===== src/nr_transport_block_size_unit_defines.svh =====
// Assertion macros shared by the transport block size unit.
// Depends on nothing; files that assert include it by bare name.
`ifndef NR_TRANSPORT_BLOCK_SIZE_UNIT_DEFINES_SVH
`define NR_TRANSPORT_BLOCK_SIZE_UNIT_DEFINES_SVH
`ifndef SYNTHESIS
`define NR_TBS_ASSERT(label, clk, rst, prop, msg) \
   label: assert property (@(posedge clk) disable iff (rst) prop) else $error(msg);
`define NR_TBS_NEVER(label, clk, rst, expr, msg) \
   label: assert property (@(posedge clk) disable iff (rst) !(expr)) else $error(msg);
`else
`define NR_TBS_ASSERT(label, clk, rst, prop, msg)
`define NR_TBS_NEVER(label, clk, rst, expr, msg)
`endif
`endif


===== src/nr_tbs_pkg.sv =====
// Package of the transport block size unit: widths, size table, command
// and status structs. Depends on nothing.
package nr_tbs_pkg;

   localparam int TABLE_ENTRIES   = 93;
   localparam int MAX_BLOCKS      = 275;
   localparam int PUBLISHED_COUNT = 93;
   localparam int IDX_W           = $clog2(TABLE_ENTRIES);
   localparam int PUB_W           = $clog2(PUBLISHED_COUNT);
   localparam int PROD_W          = 34;
   localparam int NINFO_W         = 23;
   localparam int Q_W             = 24;
   localparam int DIV_W           = 25;
   localparam int DIV_STEPS       = DIV_W;
   localparam int DCNT_W          = $clog2(DIV_STEPS + 1);
   localparam int C_W             = 13;
   localparam int OUT_W           = 21;
   localparam int LG_W            = 5;
   localparam logic [OUT_W-1:0] OUT_MAX = {OUT_W{1'b1}};
   localparam logic [11:0] SMALL_LIMIT = 12'd3824;

   localparam logic [11:0] PUBLISHED [0:PUBLISHED_COUNT-1] = '{
      12'd24, 12'd32, 12'd40, 12'd48, 12'd56, 12'd64, 12'd72, 12'd80, 12'd88, 12'd96,
      12'd104, 12'd112, 12'd120, 12'd128, 12'd136, 12'd144, 12'd152, 12'd160, 12'd168,
      12'd176, 12'd184, 12'd192, 12'd208, 12'd224, 12'd240, 12'd256, 12'd272, 12'd288,
      12'd304, 12'd320, 12'd336, 12'd352, 12'd368, 12'd384, 12'd408, 12'd432, 12'd456,
      12'd480, 12'd504, 12'd528, 12'd552, 12'd576, 12'd608, 12'd640, 12'd672, 12'd704,
      12'd736, 12'd768, 12'd808, 12'd848, 12'd888, 12'd928, 12'd984, 12'd1032, 12'd1064,
      12'd1128, 12'd1160, 12'd1192, 12'd1224, 12'd1256, 12'd1288, 12'd1320, 12'd1352,
      12'd1416, 12'd1480, 12'd1544, 12'd1608, 12'd1672, 12'd1736, 12'd1800, 12'd1864,
      12'd1928, 12'd2024, 12'd2088, 12'd2152, 12'd2216, 12'd2280, 12'd2408, 12'd2472,
      12'd2536, 12'd2600, 12'd2664, 12'd2728, 12'd2792, 12'd2856, 12'd2976, 12'd3104,
      12'd3240, 12'd3368, 12'd3496, 12'd3624, 12'd3752, 12'd3824
   };

   function automatic logic [11:0] size_entry(input logic [IDX_W-1:0] idx);
      logic [11:0] val;
      val = SMALL_LIMIT;
      if (int'(idx) < PUBLISHED_COUNT) begin
         val = PUBLISHED[PUB_W'(idx)];
      end
      return val;
   endfunction

   typedef struct packed {
      logic load;
      logic mul;
      logic srch_init;
      logic srch_step;
      logic log_init;
      logic log_step;
      logic quant;
      logic div1_start;
      logic div2_start;
      logic div_step;
      logic prod;
      logic res_zero;
      logic res_small;
      logic res_plain;
      logic res_seg;
      logic out_load;
   } nr_tbs_cmd_type;

   typedef struct packed {
      logic mul_last;
      logic zero;
      logic fits_rom;
      logic seg;
      logic log_done;
      logic srch_done;
      logic div_done;
      logic out_free;
   } nr_tbs_status_type;

endpackage


===== src/nr_tbs_datapath.sv =====
// Datapath of the transport block size unit: multiplier, log search,
// quantizer, table search, restoring divider, result register.
// Depends on nr_tbs_pkg and the assertion macro header.
`include "nr_transport_block_size_unit_defines.svh"
module nr_tbs_datapath (
   input  logic                          clock,
   input  logic                          reset,
   input  nr_tbs_pkg::nr_tbs_cmd_type    cmd,
   output nr_tbs_pkg::nr_tbs_status_type st,
   input  logic [8:0]                    req_num_blocks,
   input  logic [3:0]                    req_symbols_per_slot,
   input  logic [3:0]                    req_bits_per_symbol,
   input  logic [10:0]                   req_rate_units,
   input  logic [2:0]                    req_layer_count,
   output logic                          rsp_valid,
   input  logic                          rsp_ready,
   output logic [20:0]                   rsp_block_size_bits
);

   logic [8:0]  blocks_ff, blocks_in;
   logic [3:0]  qm_ff, qm_in;
   logic [10:0] rate_ff, rate_in;
   logic [2:0]  layers_ff, layers_in;
   logic [nr_tbs_pkg::PROD_W-1:0] prod_ff, prod_in;
   logic [1:0]  mstep_ff, mstep_in;
   logic [nr_tbs_pkg::IDX_W-1:0] lo_ff, lo_in, hi_ff, hi_in;
   logic [nr_tbs_pkg::NINFO_W-1:0] t_ff, t_in;
   logic [nr_tbs_pkg::LG_W-1:0] lg_ff, lg_in;
   logic [nr_tbs_pkg::Q_W-1:0] q_ff, q_in;
   logic [nr_tbs_pkg::DIV_W:0] rem_ff, rem_in;
   logic [nr_tbs_pkg::DIV_W-1:0] quo_ff, quo_in, dvs_ff, dvs_in;
   logic [nr_tbs_pkg::DCNT_W-1:0] dcnt_ff, dcnt_in;
   logic [nr_tbs_pkg::C_W-1:0] c_ff, c_in;
   logic [nr_tbs_pkg::C_W+nr_tbs_pkg::DIV_W-1:0] ck_ff, ck_in;
   logic [20:0] res_ff, res_in;
   logic [20:0] out_ff, out_in;
   logic        rsp_valid_ff, rsp_valid_in;

   logic [7:0]  re;
   logic [8:0]  blk_sat;
   logic [10:0] mul_b;
   logic [nr_tbs_pkg::NINFO_W-1:0] ninfo, dval;
   logic [11:0] q_small, ninfo12;
   logic [nr_tbs_pkg::IDX_W:0] mid_sum;
   logic [nr_tbs_pkg::IDX_W-1:0] mid;
   logic [11:0] mid_val;
   logic [nr_tbs_pkg::LG_W-1:0] nsh;
   logic [nr_tbs_pkg::Q_W-1:0] q_round, half;
   logic [13:0] limit;
   logic [nr_tbs_pkg::DIV_W:0] r2;
   logic [nr_tbs_pkg::Q_W:0] plain;
   logic [28:0] seg_tbs;

   always_comb begin
      re      = (req_symbols_per_slot >= 4'd13) ? 8'd156 : 8'(req_symbols_per_slot) * 8'd12;
      blk_sat = (req_num_blocks > 9'(nr_tbs_pkg::MAX_BLOCKS)) ?
                9'(nr_tbs_pkg::MAX_BLOCKS) : req_num_blocks;
      case (mstep_ff)
         2'd0:    mul_b = 11'(blocks_ff);
         2'd1:    mul_b = rate_ff;
         2'd2:    mul_b = 11'(qm_ff);
         default: mul_b = 11'(layers_ff);
      endcase
      ninfo   = prod_ff[nr_tbs_pkg::PROD_W-1:11];
      ninfo12 = ninfo[11:0];
      // quantize small sizes: step 8 below 1024, then 16 and 32
      if (ninfo12 >= 12'd2048) begin
         q_small = ninfo12 & ~12'd31;
      end else if (ninfo12 >= 12'd1024) begin
         q_small = ninfo12 & ~12'd15;
      end else begin
         q_small = ninfo12 & ~12'd7;
      end
      if (q_small < 12'd24) begin
         q_small = 12'd24;
      end
      mid_sum = (nr_tbs_pkg::IDX_W+1)'(lo_ff) + (nr_tbs_pkg::IDX_W+1)'(hi_ff);
      mid     = mid_sum[nr_tbs_pkg::IDX_W:1];
      mid_val = nr_tbs_pkg::size_entry(mid);
      dval    = ninfo - nr_tbs_pkg::NINFO_W'(24);
      nsh     = lg_ff - nr_tbs_pkg::LG_W'(5);
      half    = nr_tbs_pkg::Q_W'(1) << (nsh - nr_tbs_pkg::LG_W'(1));
      q_round = ((nr_tbs_pkg::Q_W'(dval) + half) >> nsh) << nsh;
      if (q_round < nr_tbs_pkg::Q_W'(3840)) begin
         q_round = nr_tbs_pkg::Q_W'(3840);
      end
      limit   = (rate_ff <= 11'd512) ? 14'd3816 : 14'd8424;
      r2      = {rem_ff[nr_tbs_pkg::DIV_W-1:0], quo_ff[nr_tbs_pkg::DIV_W-1]};
      plain   = ((nr_tbs_pkg::Q_W+1)'(q_ff) + (nr_tbs_pkg::Q_W+1)'(31)) &
                ~(nr_tbs_pkg::Q_W+1)'(7);
      plain   = plain - (nr_tbs_pkg::Q_W+1)'(24);
      seg_tbs = {ck_ff[25:0], 3'b000} - 29'd24;
   end

   always_comb begin
      blocks_in    = blocks_ff;
      qm_in        = qm_ff;
      rate_in      = rate_ff;
      layers_in    = layers_ff;
      prod_in      = prod_ff;
      mstep_in     = mstep_ff;
      lo_in        = lo_ff;
      hi_in        = hi_ff;
      t_in         = t_ff;
      lg_in        = lg_ff;
      q_in         = q_ff;
      rem_in       = rem_ff;
      quo_in       = quo_ff;
      dvs_in       = dvs_ff;
      dcnt_in      = dcnt_ff;
      c_in         = c_ff;
      ck_in        = ck_ff;
      res_in       = res_ff;
      out_in       = out_ff;
      rsp_valid_in = rsp_valid_ff;
      if (cmd.load) begin
         blocks_in = blk_sat;
         qm_in     = req_bits_per_symbol;
         rate_in   = req_rate_units;
         layers_in = req_layer_count;
         prod_in   = nr_tbs_pkg::PROD_W'(re);
         mstep_in  = 2'd0;
      end
      if (cmd.mul) begin
         prod_in  = nr_tbs_pkg::PROD_W'(prod_ff[30:0]) * nr_tbs_pkg::PROD_W'(mul_b);
         mstep_in = mstep_ff + 2'd1;
      end
      if (cmd.srch_init) begin
         lo_in = '0;
         hi_in = nr_tbs_pkg::IDX_W'(nr_tbs_pkg::TABLE_ENTRIES - 1);
      end
      if (cmd.srch_step) begin
         if (mid_val >= q_small) begin
            hi_in = mid;
         end else begin
            lo_in = mid + nr_tbs_pkg::IDX_W'(1);
         end
      end
      if (cmd.log_init) begin
         t_in  = dval;
         lg_in = '0;
      end
      if (cmd.log_step) begin
         t_in  = t_ff >> 1;
         lg_in = lg_ff + nr_tbs_pkg::LG_W'(1);
      end
      if (cmd.quant) begin
         q_in = q_round;
      end
      if (cmd.div1_start) begin
         quo_in  = nr_tbs_pkg::DIV_W'(q_ff) + nr_tbs_pkg::DIV_W'(23) + nr_tbs_pkg::DIV_W'(limit);
         dvs_in  = nr_tbs_pkg::DIV_W'(limit);
         rem_in  = '0;
         dcnt_in = nr_tbs_pkg::DCNT_W'(nr_tbs_pkg::DIV_STEPS);
      end
      if (cmd.div2_start) begin
         c_in    = quo_ff[nr_tbs_pkg::C_W-1:0];
         quo_in  = nr_tbs_pkg::DIV_W'(q_ff) + nr_tbs_pkg::DIV_W'(23) +
                   nr_tbs_pkg::DIV_W'({quo_ff[nr_tbs_pkg::C_W-1:0], 3'b000});
         dvs_in  = nr_tbs_pkg::DIV_W'({quo_ff[nr_tbs_pkg::C_W-1:0], 3'b000});
         rem_in  = '0;
         dcnt_in = nr_tbs_pkg::DCNT_W'(nr_tbs_pkg::DIV_STEPS);
      end
      if (cmd.div_step) begin
         if (r2 >= (nr_tbs_pkg::DIV_W+1)'(dvs_ff)) begin
            rem_in = r2 - (nr_tbs_pkg::DIV_W+1)'(dvs_ff);
            quo_in = {quo_ff[nr_tbs_pkg::DIV_W-2:0], 1'b1};
         end else begin
            rem_in = r2;
            quo_in = {quo_ff[nr_tbs_pkg::DIV_W-2:0], 1'b0};
         end
         dcnt_in = dcnt_ff - nr_tbs_pkg::DCNT_W'(1);
      end
      if (cmd.prod) begin
         ck_in = c_ff * quo_ff;
      end
      if (cmd.res_zero) begin
         res_in = '0;
      end
      if (cmd.res_small) begin
         res_in = 21'(nr_tbs_pkg::size_entry(lo_ff));
      end
      if (cmd.res_plain) begin
         res_in = (plain > (nr_tbs_pkg::Q_W+1)'(nr_tbs_pkg::OUT_MAX)) ?
                  nr_tbs_pkg::OUT_MAX : plain[20:0];
      end
      if (cmd.res_seg) begin
         res_in = (seg_tbs > 29'(nr_tbs_pkg::OUT_MAX)) ? nr_tbs_pkg::OUT_MAX : seg_tbs[20:0];
      end
      if (rsp_valid_ff && rsp_ready) begin
         rsp_valid_in = 1'b0;
      end
      if (cmd.out_load) begin
         out_in       = res_ff;
         rsp_valid_in = 1'b1;
      end
   end

   always_ff @(posedge clock) begin
      if (reset) begin
         rsp_valid_ff <= 1'b0;
         mstep_ff     <= '0;
         dcnt_ff      <= '0;
         lo_ff        <= '0;
         hi_ff        <= '0;
      end else begin
         rsp_valid_ff <= rsp_valid_in;
         mstep_ff     <= mstep_in;
         dcnt_ff      <= dcnt_in;
         lo_ff        <= lo_in;
         hi_ff        <= hi_in;
      end
      blocks_ff <= blocks_in;
      qm_ff     <= qm_in;
      rate_ff   <= rate_in;
      layers_ff <= layers_in;
      prod_ff   <= prod_in;
      t_ff      <= t_in;
      lg_ff     <= lg_in;
      q_ff      <= q_in;
      rem_ff    <= rem_in;
      quo_ff    <= quo_in;
      dvs_ff    <= dvs_in;
      c_ff      <= c_in;
      ck_ff     <= ck_in;
      res_ff    <= res_in;
      out_ff    <= out_in;
   end

   always_comb begin
      st.mul_last  = (mstep_ff == 2'd3);
      st.zero      = (blocks_ff == 9'd0);
      st.fits_rom  = (ninfo <= nr_tbs_pkg::NINFO_W'(nr_tbs_pkg::SMALL_LIMIT));
      st.seg       = (rate_ff <= 11'd512) || (q_ff > nr_tbs_pkg::Q_W'(8424));
      st.log_done  = (t_ff <= nr_tbs_pkg::NINFO_W'(1));
      st.srch_done = (lo_ff == hi_ff);
      st.div_done  = (dcnt_ff == '0);
      st.out_free  = !rsp_valid_ff || rsp_ready;
   end

   assign rsp_valid           = rsp_valid_ff;
   assign rsp_block_size_bits = out_ff;

   `NR_TBS_ASSERT(a_div_load, clock, reset, (cmd.div1_start || cmd.div2_start) |=> (dcnt_ff == nr_tbs_pkg::DCNT_W'(nr_tbs_pkg::DIV_STEPS)), "divider count not loaded")
   `NR_TBS_ASSERT(a_rsp_rise, clock, reset, $rose(rsp_valid_ff) |-> $past(cmd.out_load), "result shown without load")
   `NR_TBS_NEVER(a_srch_order, clock, reset, lo_ff > hi_ff, "table search bounds crossed")

endmodule


===== src/nr_tbs_ctrl.sv =====
// Controller of the transport block size unit: sequences the datapath.
// Depends on nr_tbs_pkg and the assertion macro header.
`include "nr_transport_block_size_unit_defines.svh"
module nr_tbs_ctrl (
   input  logic                          clock,
   input  logic                          reset,
   input  logic                          req_valid,
   output logic                          req_ready,
   input  nr_tbs_pkg::nr_tbs_status_type st,
   output nr_tbs_pkg::nr_tbs_cmd_type    cmd
);

   typedef enum logic [10:0] {
      ST_IDLE   = 11'b00000000001,
      ST_MUL    = 11'b00000000010,
      ST_BRANCH = 11'b00000000100,
      ST_SRCH   = 11'b00000001000,
      ST_LOG    = 11'b00000010000,
      ST_QUANT  = 11'b00000100000,
      ST_SEGCHK = 11'b00001000000,
      ST_DIV1   = 11'b00010000000,
      ST_DIV2   = 11'b00100000000,
      ST_PROD   = 11'b01000000000,
      ST_FIN    = 11'b10000000000
   } nr_tbs_state_type;

   nr_tbs_state_type state_ff, state_in;

   always_comb begin
      state_in = state_ff;
      cmd      = '0;
      case (state_ff)
         ST_IDLE: begin
            if (req_valid) begin
               cmd.load = 1'b1;
               state_in = ST_MUL;
            end
         end
         ST_MUL: begin
            cmd.mul = 1'b1;
            if (st.mul_last) begin
               state_in = ST_BRANCH;
            end
         end
         ST_BRANCH: begin
            if (st.zero) begin
               cmd.res_zero = 1'b1;
               state_in     = ST_FIN;
            end else if (st.fits_rom) begin
               cmd.srch_init = 1'b1;
               state_in      = ST_SRCH;
            end else begin
               cmd.log_init = 1'b1;
               state_in     = ST_LOG;
            end
         end
         ST_SRCH: begin
            if (st.srch_done) begin
               cmd.res_small = 1'b1;
               state_in      = ST_FIN;
            end else begin
               cmd.srch_step = 1'b1;
            end
         end
         ST_LOG: begin
            if (st.log_done) begin
               state_in = ST_QUANT;
            end else begin
               cmd.log_step = 1'b1;
            end
         end
         ST_QUANT: begin
            cmd.quant = 1'b1;
            state_in  = ST_SEGCHK;
         end
         ST_SEGCHK: begin
            if (st.seg) begin
               cmd.div1_start = 1'b1;
               state_in       = ST_DIV1;
            end else begin
               cmd.res_plain = 1'b1;
               state_in      = ST_FIN;
            end
         end
         ST_DIV1: begin
            if (st.div_done) begin
               cmd.div2_start = 1'b1;
               state_in       = ST_DIV2;
            end else begin
               cmd.div_step = 1'b1;
            end
         end
         ST_DIV2: begin
            if (st.div_done) begin
               cmd.prod = 1'b1;
               state_in = ST_PROD;
            end else begin
               cmd.div_step = 1'b1;
            end
         end
         ST_PROD: begin
            cmd.res_seg = 1'b1;
            state_in    = ST_FIN;
         end
         ST_FIN: begin
            if (st.out_free) begin
               cmd.out_load = 1'b1;
               state_in     = ST_IDLE;
            end
         end
         default: begin
            state_in = ST_IDLE;
         end
      endcase
   end

   always_ff @(posedge clock) begin
      if (reset) begin
         state_ff <= ST_IDLE;
      end else begin
         state_ff <= state_in;
      end
   end

   assign req_ready = (state_ff == ST_IDLE);

   `NR_TBS_ASSERT(a_take_to_mul, clock, reset, (state_ff == ST_IDLE && req_valid) |=> (state_ff == ST_MUL), "accepted transaction did not start")
   `NR_TBS_ASSERT(a_fin_hold, clock, reset, (state_ff == ST_FIN && !st.out_free) |=> (state_ff == ST_FIN), "result dropped while output busy")

endmodule


===== src/nr_transport_block_size_unit.sv =====
// Transport block size unit (5G NR, one codeword): top level.
// Depends on nr_tbs_pkg, nr_tbs_ctrl and nr_tbs_datapath.
//
// Usage: present a request transaction on req_* with req_valid; it is taken
// when req_valid and req_ready are both high. req_ready is high only while
// the unit is between transactions. One result transaction per request
// appears on rsp_block_size_bits with rsp_valid, held until rsp_ready.
// Work from accepting edge to result valid, by case:
//   zero blocks                 : result set to zero directly
//   small sizes (Ninfo <= 3824) : binary search over the size table,
//                                 one probe per cycle, 6 or 7 probes
//   large, no segmentation      : leading-one search over Ninfo - 24
//                                 (the search steps one bit/cycle)
//   large, segmented            : as above, then two passes of the
//                                 shared 25-step divider
// One transaction is in work at a time. The result register frees the
// core: a new request is taken while the previous result still waits
// for rsp_ready. A finished result holds in res_ff, with the controller
// in ST_FIN, until the output register is free.
// Reset (synchronous, active high) drops any pending transaction and
// clears rsp_valid; the size table is constant logic and needs no fill.
module nr_transport_block_size_unit (
   input  logic        clock,
   input  logic        reset,
   input  logic        req_valid,
   output logic        req_ready,
   input  logic [8:0]  req_num_blocks,
   input  logic [3:0]  req_symbols_per_slot,
   input  logic [3:0]  req_bits_per_symbol,
   input  logic [10:0] req_rate_units,
   input  logic [2:0]  req_layer_count,
   output logic        rsp_valid,
   input  logic        rsp_ready,
   output logic [20:0] rsp_block_size_bits
);

   nr_tbs_pkg::nr_tbs_cmd_type    cmd;
   nr_tbs_pkg::nr_tbs_status_type st;

   // sequence the steps of one transaction
   nr_tbs_ctrl u_ctrl (
      .clock     (clock),
      .reset     (reset),
      .req_valid (req_valid),
      .req_ready (req_ready),
      .st        (st),
      .cmd       (cmd)
   );

   // hold operands, run the arithmetic and own the result register
   nr_tbs_datapath u_datapath (
      .clock                (clock),
      .reset                (reset),
      .cmd                  (cmd),
      .st                   (st),
      .req_num_blocks       (req_num_blocks),
      .req_symbols_per_slot (req_symbols_per_slot),
      .req_bits_per_symbol  (req_bits_per_symbol),
      .req_rate_units       (req_rate_units),
      .req_layer_count      (req_layer_count),
      .rsp_valid            (rsp_valid),
      .rsp_ready            (rsp_ready),
      .rsp_block_size_bits  (rsp_block_size_bits)
   );

endmodule


===== config.mk =====
export PLATFORM = sky130hd
export DESIGN_NAME = nr_transport_block_size_unit
export DESIGN_NICKNAME = d
export VERILOG_FILES = /design/src/nr_tbs_pkg.sv /design/src/nr_tbs_datapath.sv /design/src/nr_tbs_ctrl.sv /design/src/nr_transport_block_size_unit.sv
export VERILOG_INCLUDE_DIRS = /design/src /design/src/src
export SDC_FILE = /design/constraint.sdc
export NUM_CORES = 2
export LEC_CHECK = 0
export ABC_AREA = 1
export BUFFER_PORTS_ARGS = -buffer_cell sky130_fd_sc_hd__buf_2
export CAP_MARGIN = 20
export CORE_MARGIN = 3
export CORE_UTILIZATION = 25
export DETAILED_ROUTE_END_ITERATION = 16
export PLACE_DENSITY_LB_ADDON = 0.15
export SLEW_MARGIN = 25
export SYNTH_ARGS = -nofsm -noshare
export SYNTH_HDL_FRONTEND = slang
export SYNTH_SLANG_ARGS = --single-unit

===== constraint.sdc =====
create_clock -name clock -period 8.3 [get_ports clock]
set_clock_uncertainty 0.05 [all_clocks]
set_input_delay 0 -clock clock [delete_from_list [all_inputs] [get_ports clock]]
set_output_delay 0 -clock clock [all_outputs]
set_load 0.1 [all_outputs]

Word-level counts from Yosys, hierarchy flattened --
Memories as Yosys holds them, arrays and structs flattened. Index checks and enable logic that the tools add are counted.
Cells by class: add/subtract/negate cells 16, $mul 3, $lt $le $gt $ge 18, eq/ne operators 22, shifts and indexed selects 3, mux-type cells 88, bitwise logic cells 2, reductions and logical operators 15
Operator list (number):
- two-way mux 25 bit | 7
- two-way mux 21 bit | 6
- one-hot mux 11 bit (11 select lines) | 1
- two-way mux 11 bit | 9
- two-way mux 12 bit | 7
- two-way mux 34 bit | 2
- adder 24 x 5 -> 25 bit, second input constant | 2
- two-way mux 22 bit | 2
- two-way mux 7 bit | 6
- two-way mux 5 bit | 7
- multiplier 31 x 11 -> 34 bit | 1
- two-way mux 1 bit | 33
- one-hot mux 11 bit (3 select lines) | 1
- two-way mux 16 bit | 2
- > comparator 29 x 21 -> 1 bit, second input constant | 1
- subtractor 29 x 5 -> 29 bit, second input constant | 1
- >= comparator 26 x 16 -> 1 bit | 1
- multiplier 13 x 25 -> 26 bit | 1
- adder 25 x 14 -> 25 bit | 1
- adder 25 x 16 -> 25 bit | 1
- > comparator 25 x 21 -> 1 bit, second input constant | 1
- subtractor 25 x 16 -> 25 bit | 1
- subtractor 25 x 5 -> 25 bit, second input constant | 1
- adder 23 x 24 -> 24 bit | 1
- 55 further kinds | 71
Storage, ports and cells: flip-flop bits (word level) 293, memory bits (read-only) 3072, input bits 35, output and inout port bits 23, logic and storage cells 192, memories 2
Memory list:
- (name not given) | words 128, bits a word 12, read ports 1, clocked after memory_dff 0, wr ports 0, RTL line nr_tbs_pkg.sv:40 | val = PUBLISHED[PUB_W'(idx)];
- (name not given) | words 128, bits a word 12, read ports 1, clocked after memory_dff 0, wr ports 0, RTL line nr_tbs_pkg.sv:40

Depth between registers and ports, before layout --
depth in word-level cells 9, gate-level depth with buffers 48, depth with buffers taken out 44

Hierarchy --
A second synthesis with hierarchy kept.
Second synthesis, totals: cells, all modules 4986, area, all modules 38136.6 µm²
By module, submodules not included:
- nr_tbs_datapath | times used 1, cells each 4835, area an instance 37135.6 µm², seq. area each 7997.7 µm²
- nr_tbs_ctrl | times used 1, cells each 151, area an instance 1001.0 µm², seq. area each 220.2 µm²

Least setup slack after synthesis --
OpenSTA, ideal clock, no wires.
kind reg-to-reg, start register u_datapath.mstep_ff[1], end register u_datapath.prod_ff[30] (netlist bit), data pin, setup time 262 ps, arrival time 6285 ps, required time 7988 ps, path slack 1703 ps, stages on the path, launching flop included 34, buffers on the path 2, clock period less this slack 6597 ps, path through dfxtp_1 > inv_1 > ha_1 > clkbuf_1 > inv_1 > o211ai_1 > o21ai_1 > inv_1 > clkbuf_1 > nand2_1 > fa_1 > inv_1 > fa_1 > inv_1 > fa_1 > inv_1 > fa_1 > fa_1 > ha_1 > a21oi_1 > o21ai_0 > inv_1 > o21a_1 > inv_1 > nand2_1 > nand3_1 > a21boi_0 > nor2_1 > nor2_1 > o21ai_0 > a21boi_0 > o21ai_0 > o21ai_0 > a21oi_1
On the way: word-level cells in the longest chain between the ends 4, elaborated cells between the ends (all ways) 6, those cells by class 1 x mul; 2 x eq/ne; 2 x mux; 1 x reduce/logical
RTL lines:
- start, declared | RTL line nr_tbs_datapath.sv:25 | logic [1:0] mstep_ff, mstep_in;
- start signal, assigned | RTL line nr_tbs_datapath.sv:208 | mstep_ff <= mstep_in;
- == test 2 bit (tied with other cells) | RTL line nr_tbs_datapath.sv:58 | case (mstep_ff)
- one-hot mux 11 bit (3 select lines) (*) | RTL line nr_tbs_datapath.sv:58
- multiplier 31 x 11 -> 34 bit (*) | RTL line nr_tbs_datapath.sv:125 | prod_in = nr_tbs_pkg::PROD_W'(prod_ff[30:0]) * nr_tbs_pkg::PROD_W'(mul_b);
- two-way mux 34 bit (*) | RTL line nr_tbs_datapath.sv:124 | if (cmd.mul) begin
- end signal, assigned | RTL line nr_tbs_datapath.sv:217 | prod_ff <= prod_in;
- end, declared | RTL line nr_tbs_datapath.sv:24 | logic [nr_tbs_pkg::PROD_W-1:0] prod_ff, prod_in;
Every way passes the cells marked *; elsewhere a longest branch is shown, timed or not. A chain may end at the register's enable or synchronous reset.

Final worst setup path --
start register u_datapath.mstep_ff[0], end register u_datapath.prod_ff[30] (netlist bit), data pin
Same word-level chain as after synthesis.

==> impl_metrics.py <==
metrics = {
    "status": {
        "status": "completed",
    },
    "synth": {
        "syn_inst": 5016,
        "synth.mux.area_fraction_pct": 0,
        "yosysMostFrequentCell": "nand2_1",
        "synth-simple-area-share_pct": 24.5,
        "synth_seq_cells": 285,
        "async_flop_share_pct": 0,
        "synth-xor-area-share_pct": 3.79,
        "syn-cell-area_um2": 37800,
        "synth_top_cell_area_share_pct": 22.8,
        "seq_area_frac_synth_pct": 21.7,
        "synth_area_leaders": "fa_1 (23%), edfxtp_1 (20%), nand2_1 (12%)",
        "synth_edf_count": 251,
        "avgSynthCellArea_um2": 7.54,
        "synth_cell_types": 62,
        "yosys_warnings": 0,
        "syn-num-nets": 5689,
        "synth_compound_area_share_pct": 8.44,
        "synth_top_family_by_area": "adder cells",
        "yosys.area.top_type": "fa_1",
        "synthTopCellsByCount": "nand2_1 (1183), inv_1 (961), nor2_1 (438)",
        "ys.flop_type": "edfxtp_1",
        "synth_fa_ha_area_share_pct": 29.7,
    },
    "drt": {
        "wire_per_inst_um": 17.9,
        "ant_nets": 0,
        "dr.pass1.iters": 5,
        "route.final.wire_length_mm": 127,
        "via_per_inst": 4.58,
        "drt_iter0_markers": 2169,
        "vias": 32400,
        "drc": 0,
    },
    "timing": {
        "finalCritPeriodShare_pct": 92.4,
        "tightest_slew_ns": 0.964,
        "setup_violations": 0,
        "hold_viol_final": 0,
        "drv_slew": 0,
        "rsz0062_at_grt": "false",
        "finalCriticalPeriod_ns": 7.67,
        "tns_ns": 0,
        "max_slew_margin_pct": 35.3,
        "max_freq_mhz": 130,
        "setup_ws_ns": 0.635,
    },
    "global_routing": {
        "grt_overflow": 0,
        "antenna_found_initial": 1,
        "grt.total_usage_pct": 16.3,
        "grt_pass1_wl_mm": 199,
        "grtUsageMet3_pct": 2.60,
        "grt_util_met2_pct": 26.0,
        "grt-busiest-layer": "met2",
        "grt_max_degree": 59,
        "grtUsageMet1_pct": 23.4,
        "grt_pass1_vias": 32800,
    },
    "worst_setup_path": {
        "ff2ff_path_depth": 28,
        "max_stage_delay_ns": 0.55,
        "cp_max_fo": 19,
        "slowest_stage": "fa_1",
        "r2r_slack_ns": 0.63,
        "end_kind": "flop",
        "cp-start-kind": "flop",
        "worstSetupPathType": "flop to flop",
        "required_ns": 8.59,
        "critical_path_arrival_ns": 7.95,
    },
    "floorplan": {
        "fp.dieH_um": 395,
        "start_util_pct": 25.2,
        "row_count": 142,
        "die_w_um": 395,
        "core_um2": 150000,
        "die-area_um2": 156000,
        "pin_count": 58,
    },
    "clocking": {
        "ctsLongestPathBuffers": 3,
        "clkTransAtPathRegs_ns": 0.06,
        "clock-sinks": 285,
        "numCtsBuffers": 39,
        "cts.root.buffer_cell": "clkbuf_16",
        "clock_latency_ns": 0.61,
        "cts_tree": "built",
        "cts_max_level": 2,
    },
    "hold_path": {
        "hold_path_depth": 2,
        "hp-class": "input pin to flop",
    },
    "place": {
        "dp_slack_ns": 0.673,
        "io_buffers": 57,
        "dp.cells": 6958,
        "place.gp.congestion": 0.890,
        "place_hpwl_mm": 100,
    },
    "finish": {
        "drive_above_1_share_pct": 5.19,
        "fillers": 16500,
        "syn2layout_area_growth_pct": 11.1,
        "nets": 5692,
        "fin_cells": 7065,
        "diodes": 0,
    },
    "run": {
        "cap_viol_max_count": 0,
    },
}
cell usage in the layout, fill, tap and decap left out, types with 34 or more instances in the layout:
| master | instances |
|---|---|
| dlygate4sd3_1 | 36 |
| nor3_1 | 40 |
| nor2_1 | 435 |
| dfxtp_1 | 34 |
| edfxtp_1 | 251 |
| inv_1 | 958 |
| xnor2_1 | 46 |
| nand3_1 | 370 |
| buf_2 | 57 |
| ha_1 | 206 |
| nand2_1 | 1182 |
| a21oi_1 | 226 |
| clkbuf_16 | 39 |
| xor2_1 | 115 |
| o21ai_0 | 186 |
| fa_1 | 431 |
| buf_4 | 62 |
| nand4_1 | 70 |
worst max-delay path, delay by kind of cell (launching register included):
| kind | cells | cell delay, ns |
|---|---|---|
| buffers and inverters | 6 | 1.14 |
| flip-flops | 1 | 0.35 |
| AO/OA/AOI/OAI | 9 | 1.86 |
| adder cells (fa/ha/maj) | 7 | 3.08 |
| AND/OR/NAND/NOR | 6 | 0.93 |
layer usage:
metal  share of wire [%]  routed length (um)
met5                   0                   0
met3                 5.3                6680
met4                 1.6                2080
met1                  48               61100
met2                  45               56800
cell type report:
cell class	count	area (um^2)	share of cell area, %
clock inverters	23	295	0.703
well taps	2016	2520	6.01
inverters	982	3690	8.78
clock buffers	48	1020	2.43
repair buffers	155	1110	2.65
multi-input cells	3556	25100	59.9
flip-flops and latches	285	8220	19.6
cells by family after synthesis:
group | Yosys count
adder cells (fa/ha/maj) | 638
XOR/XNOR | 162
AND/OR/NAND/NOR | 2194
AO/OA/AOI/OAI | 562
flip-flops | 285
buffers and inverters | 1175
timing repair:
item,4_1_cts,5_1_grt
endpoints found under the hold margin,50,0
setup endpoints to repair,0,1
setup buffers,0,0
hold buffers,36,0
gates resized for setup,0,1
path summary, 6_finish.rpt:
kind / start / to
max: u_datapath.mstep_ff[0] / u_datapath.prod_ff[30]
min: req_layer_count[2] / u_datapath.layers_ff[2]
max reg2reg: u_datapath.mstep_ff[0] / u_datapath.prod_ff[30]
min reg2reg: u_datapath.res_ff[4] / u_datapath.rsp_block_size_bits[4]
sequential cells by signal, summed over array words and instances, names as in the netlist, 5 cells and up:
name,flops
u_datapath.dvs_ff,13
u_datapath.ck_ff,26
u_datapath.rate_ff,11
u_datapath.rsp_block_size_bits,19
u_datapath.lg_ff,5
u_datapath.t_ff,22
u_datapath.quo_ff,25
u_datapath.res_ff,19
u_datapath.prod_ff,34
u_datapath.q_ff,24
u_ctrl.state_ff,11
u_datapath.blocks_ff,9
u_datapath.rem_ff,25
u_datapath.dcnt_ff,5
u_datapath.lo_ff,7
u_datapath.c_ff,13
u_datapath.hi_ff,7
per-stage QoR:
step	utilization, %	cell area [um^2]	hold WS (ns)
5_1_grt	28.0	42000	0.0373
3_3_place_gp	26.9	40300	0.127
4_1_cts	28.0	42000	0.00847
6_report	28.0	42000	0.0653
2_1_floorplan	-	37800	0.0489
3_5_place_dp	26.9	40300	0.129
Power is left out: the tool's default activity adds up to more than one toggle a clock period on the data nets, which glitch-free logic cannot reach.
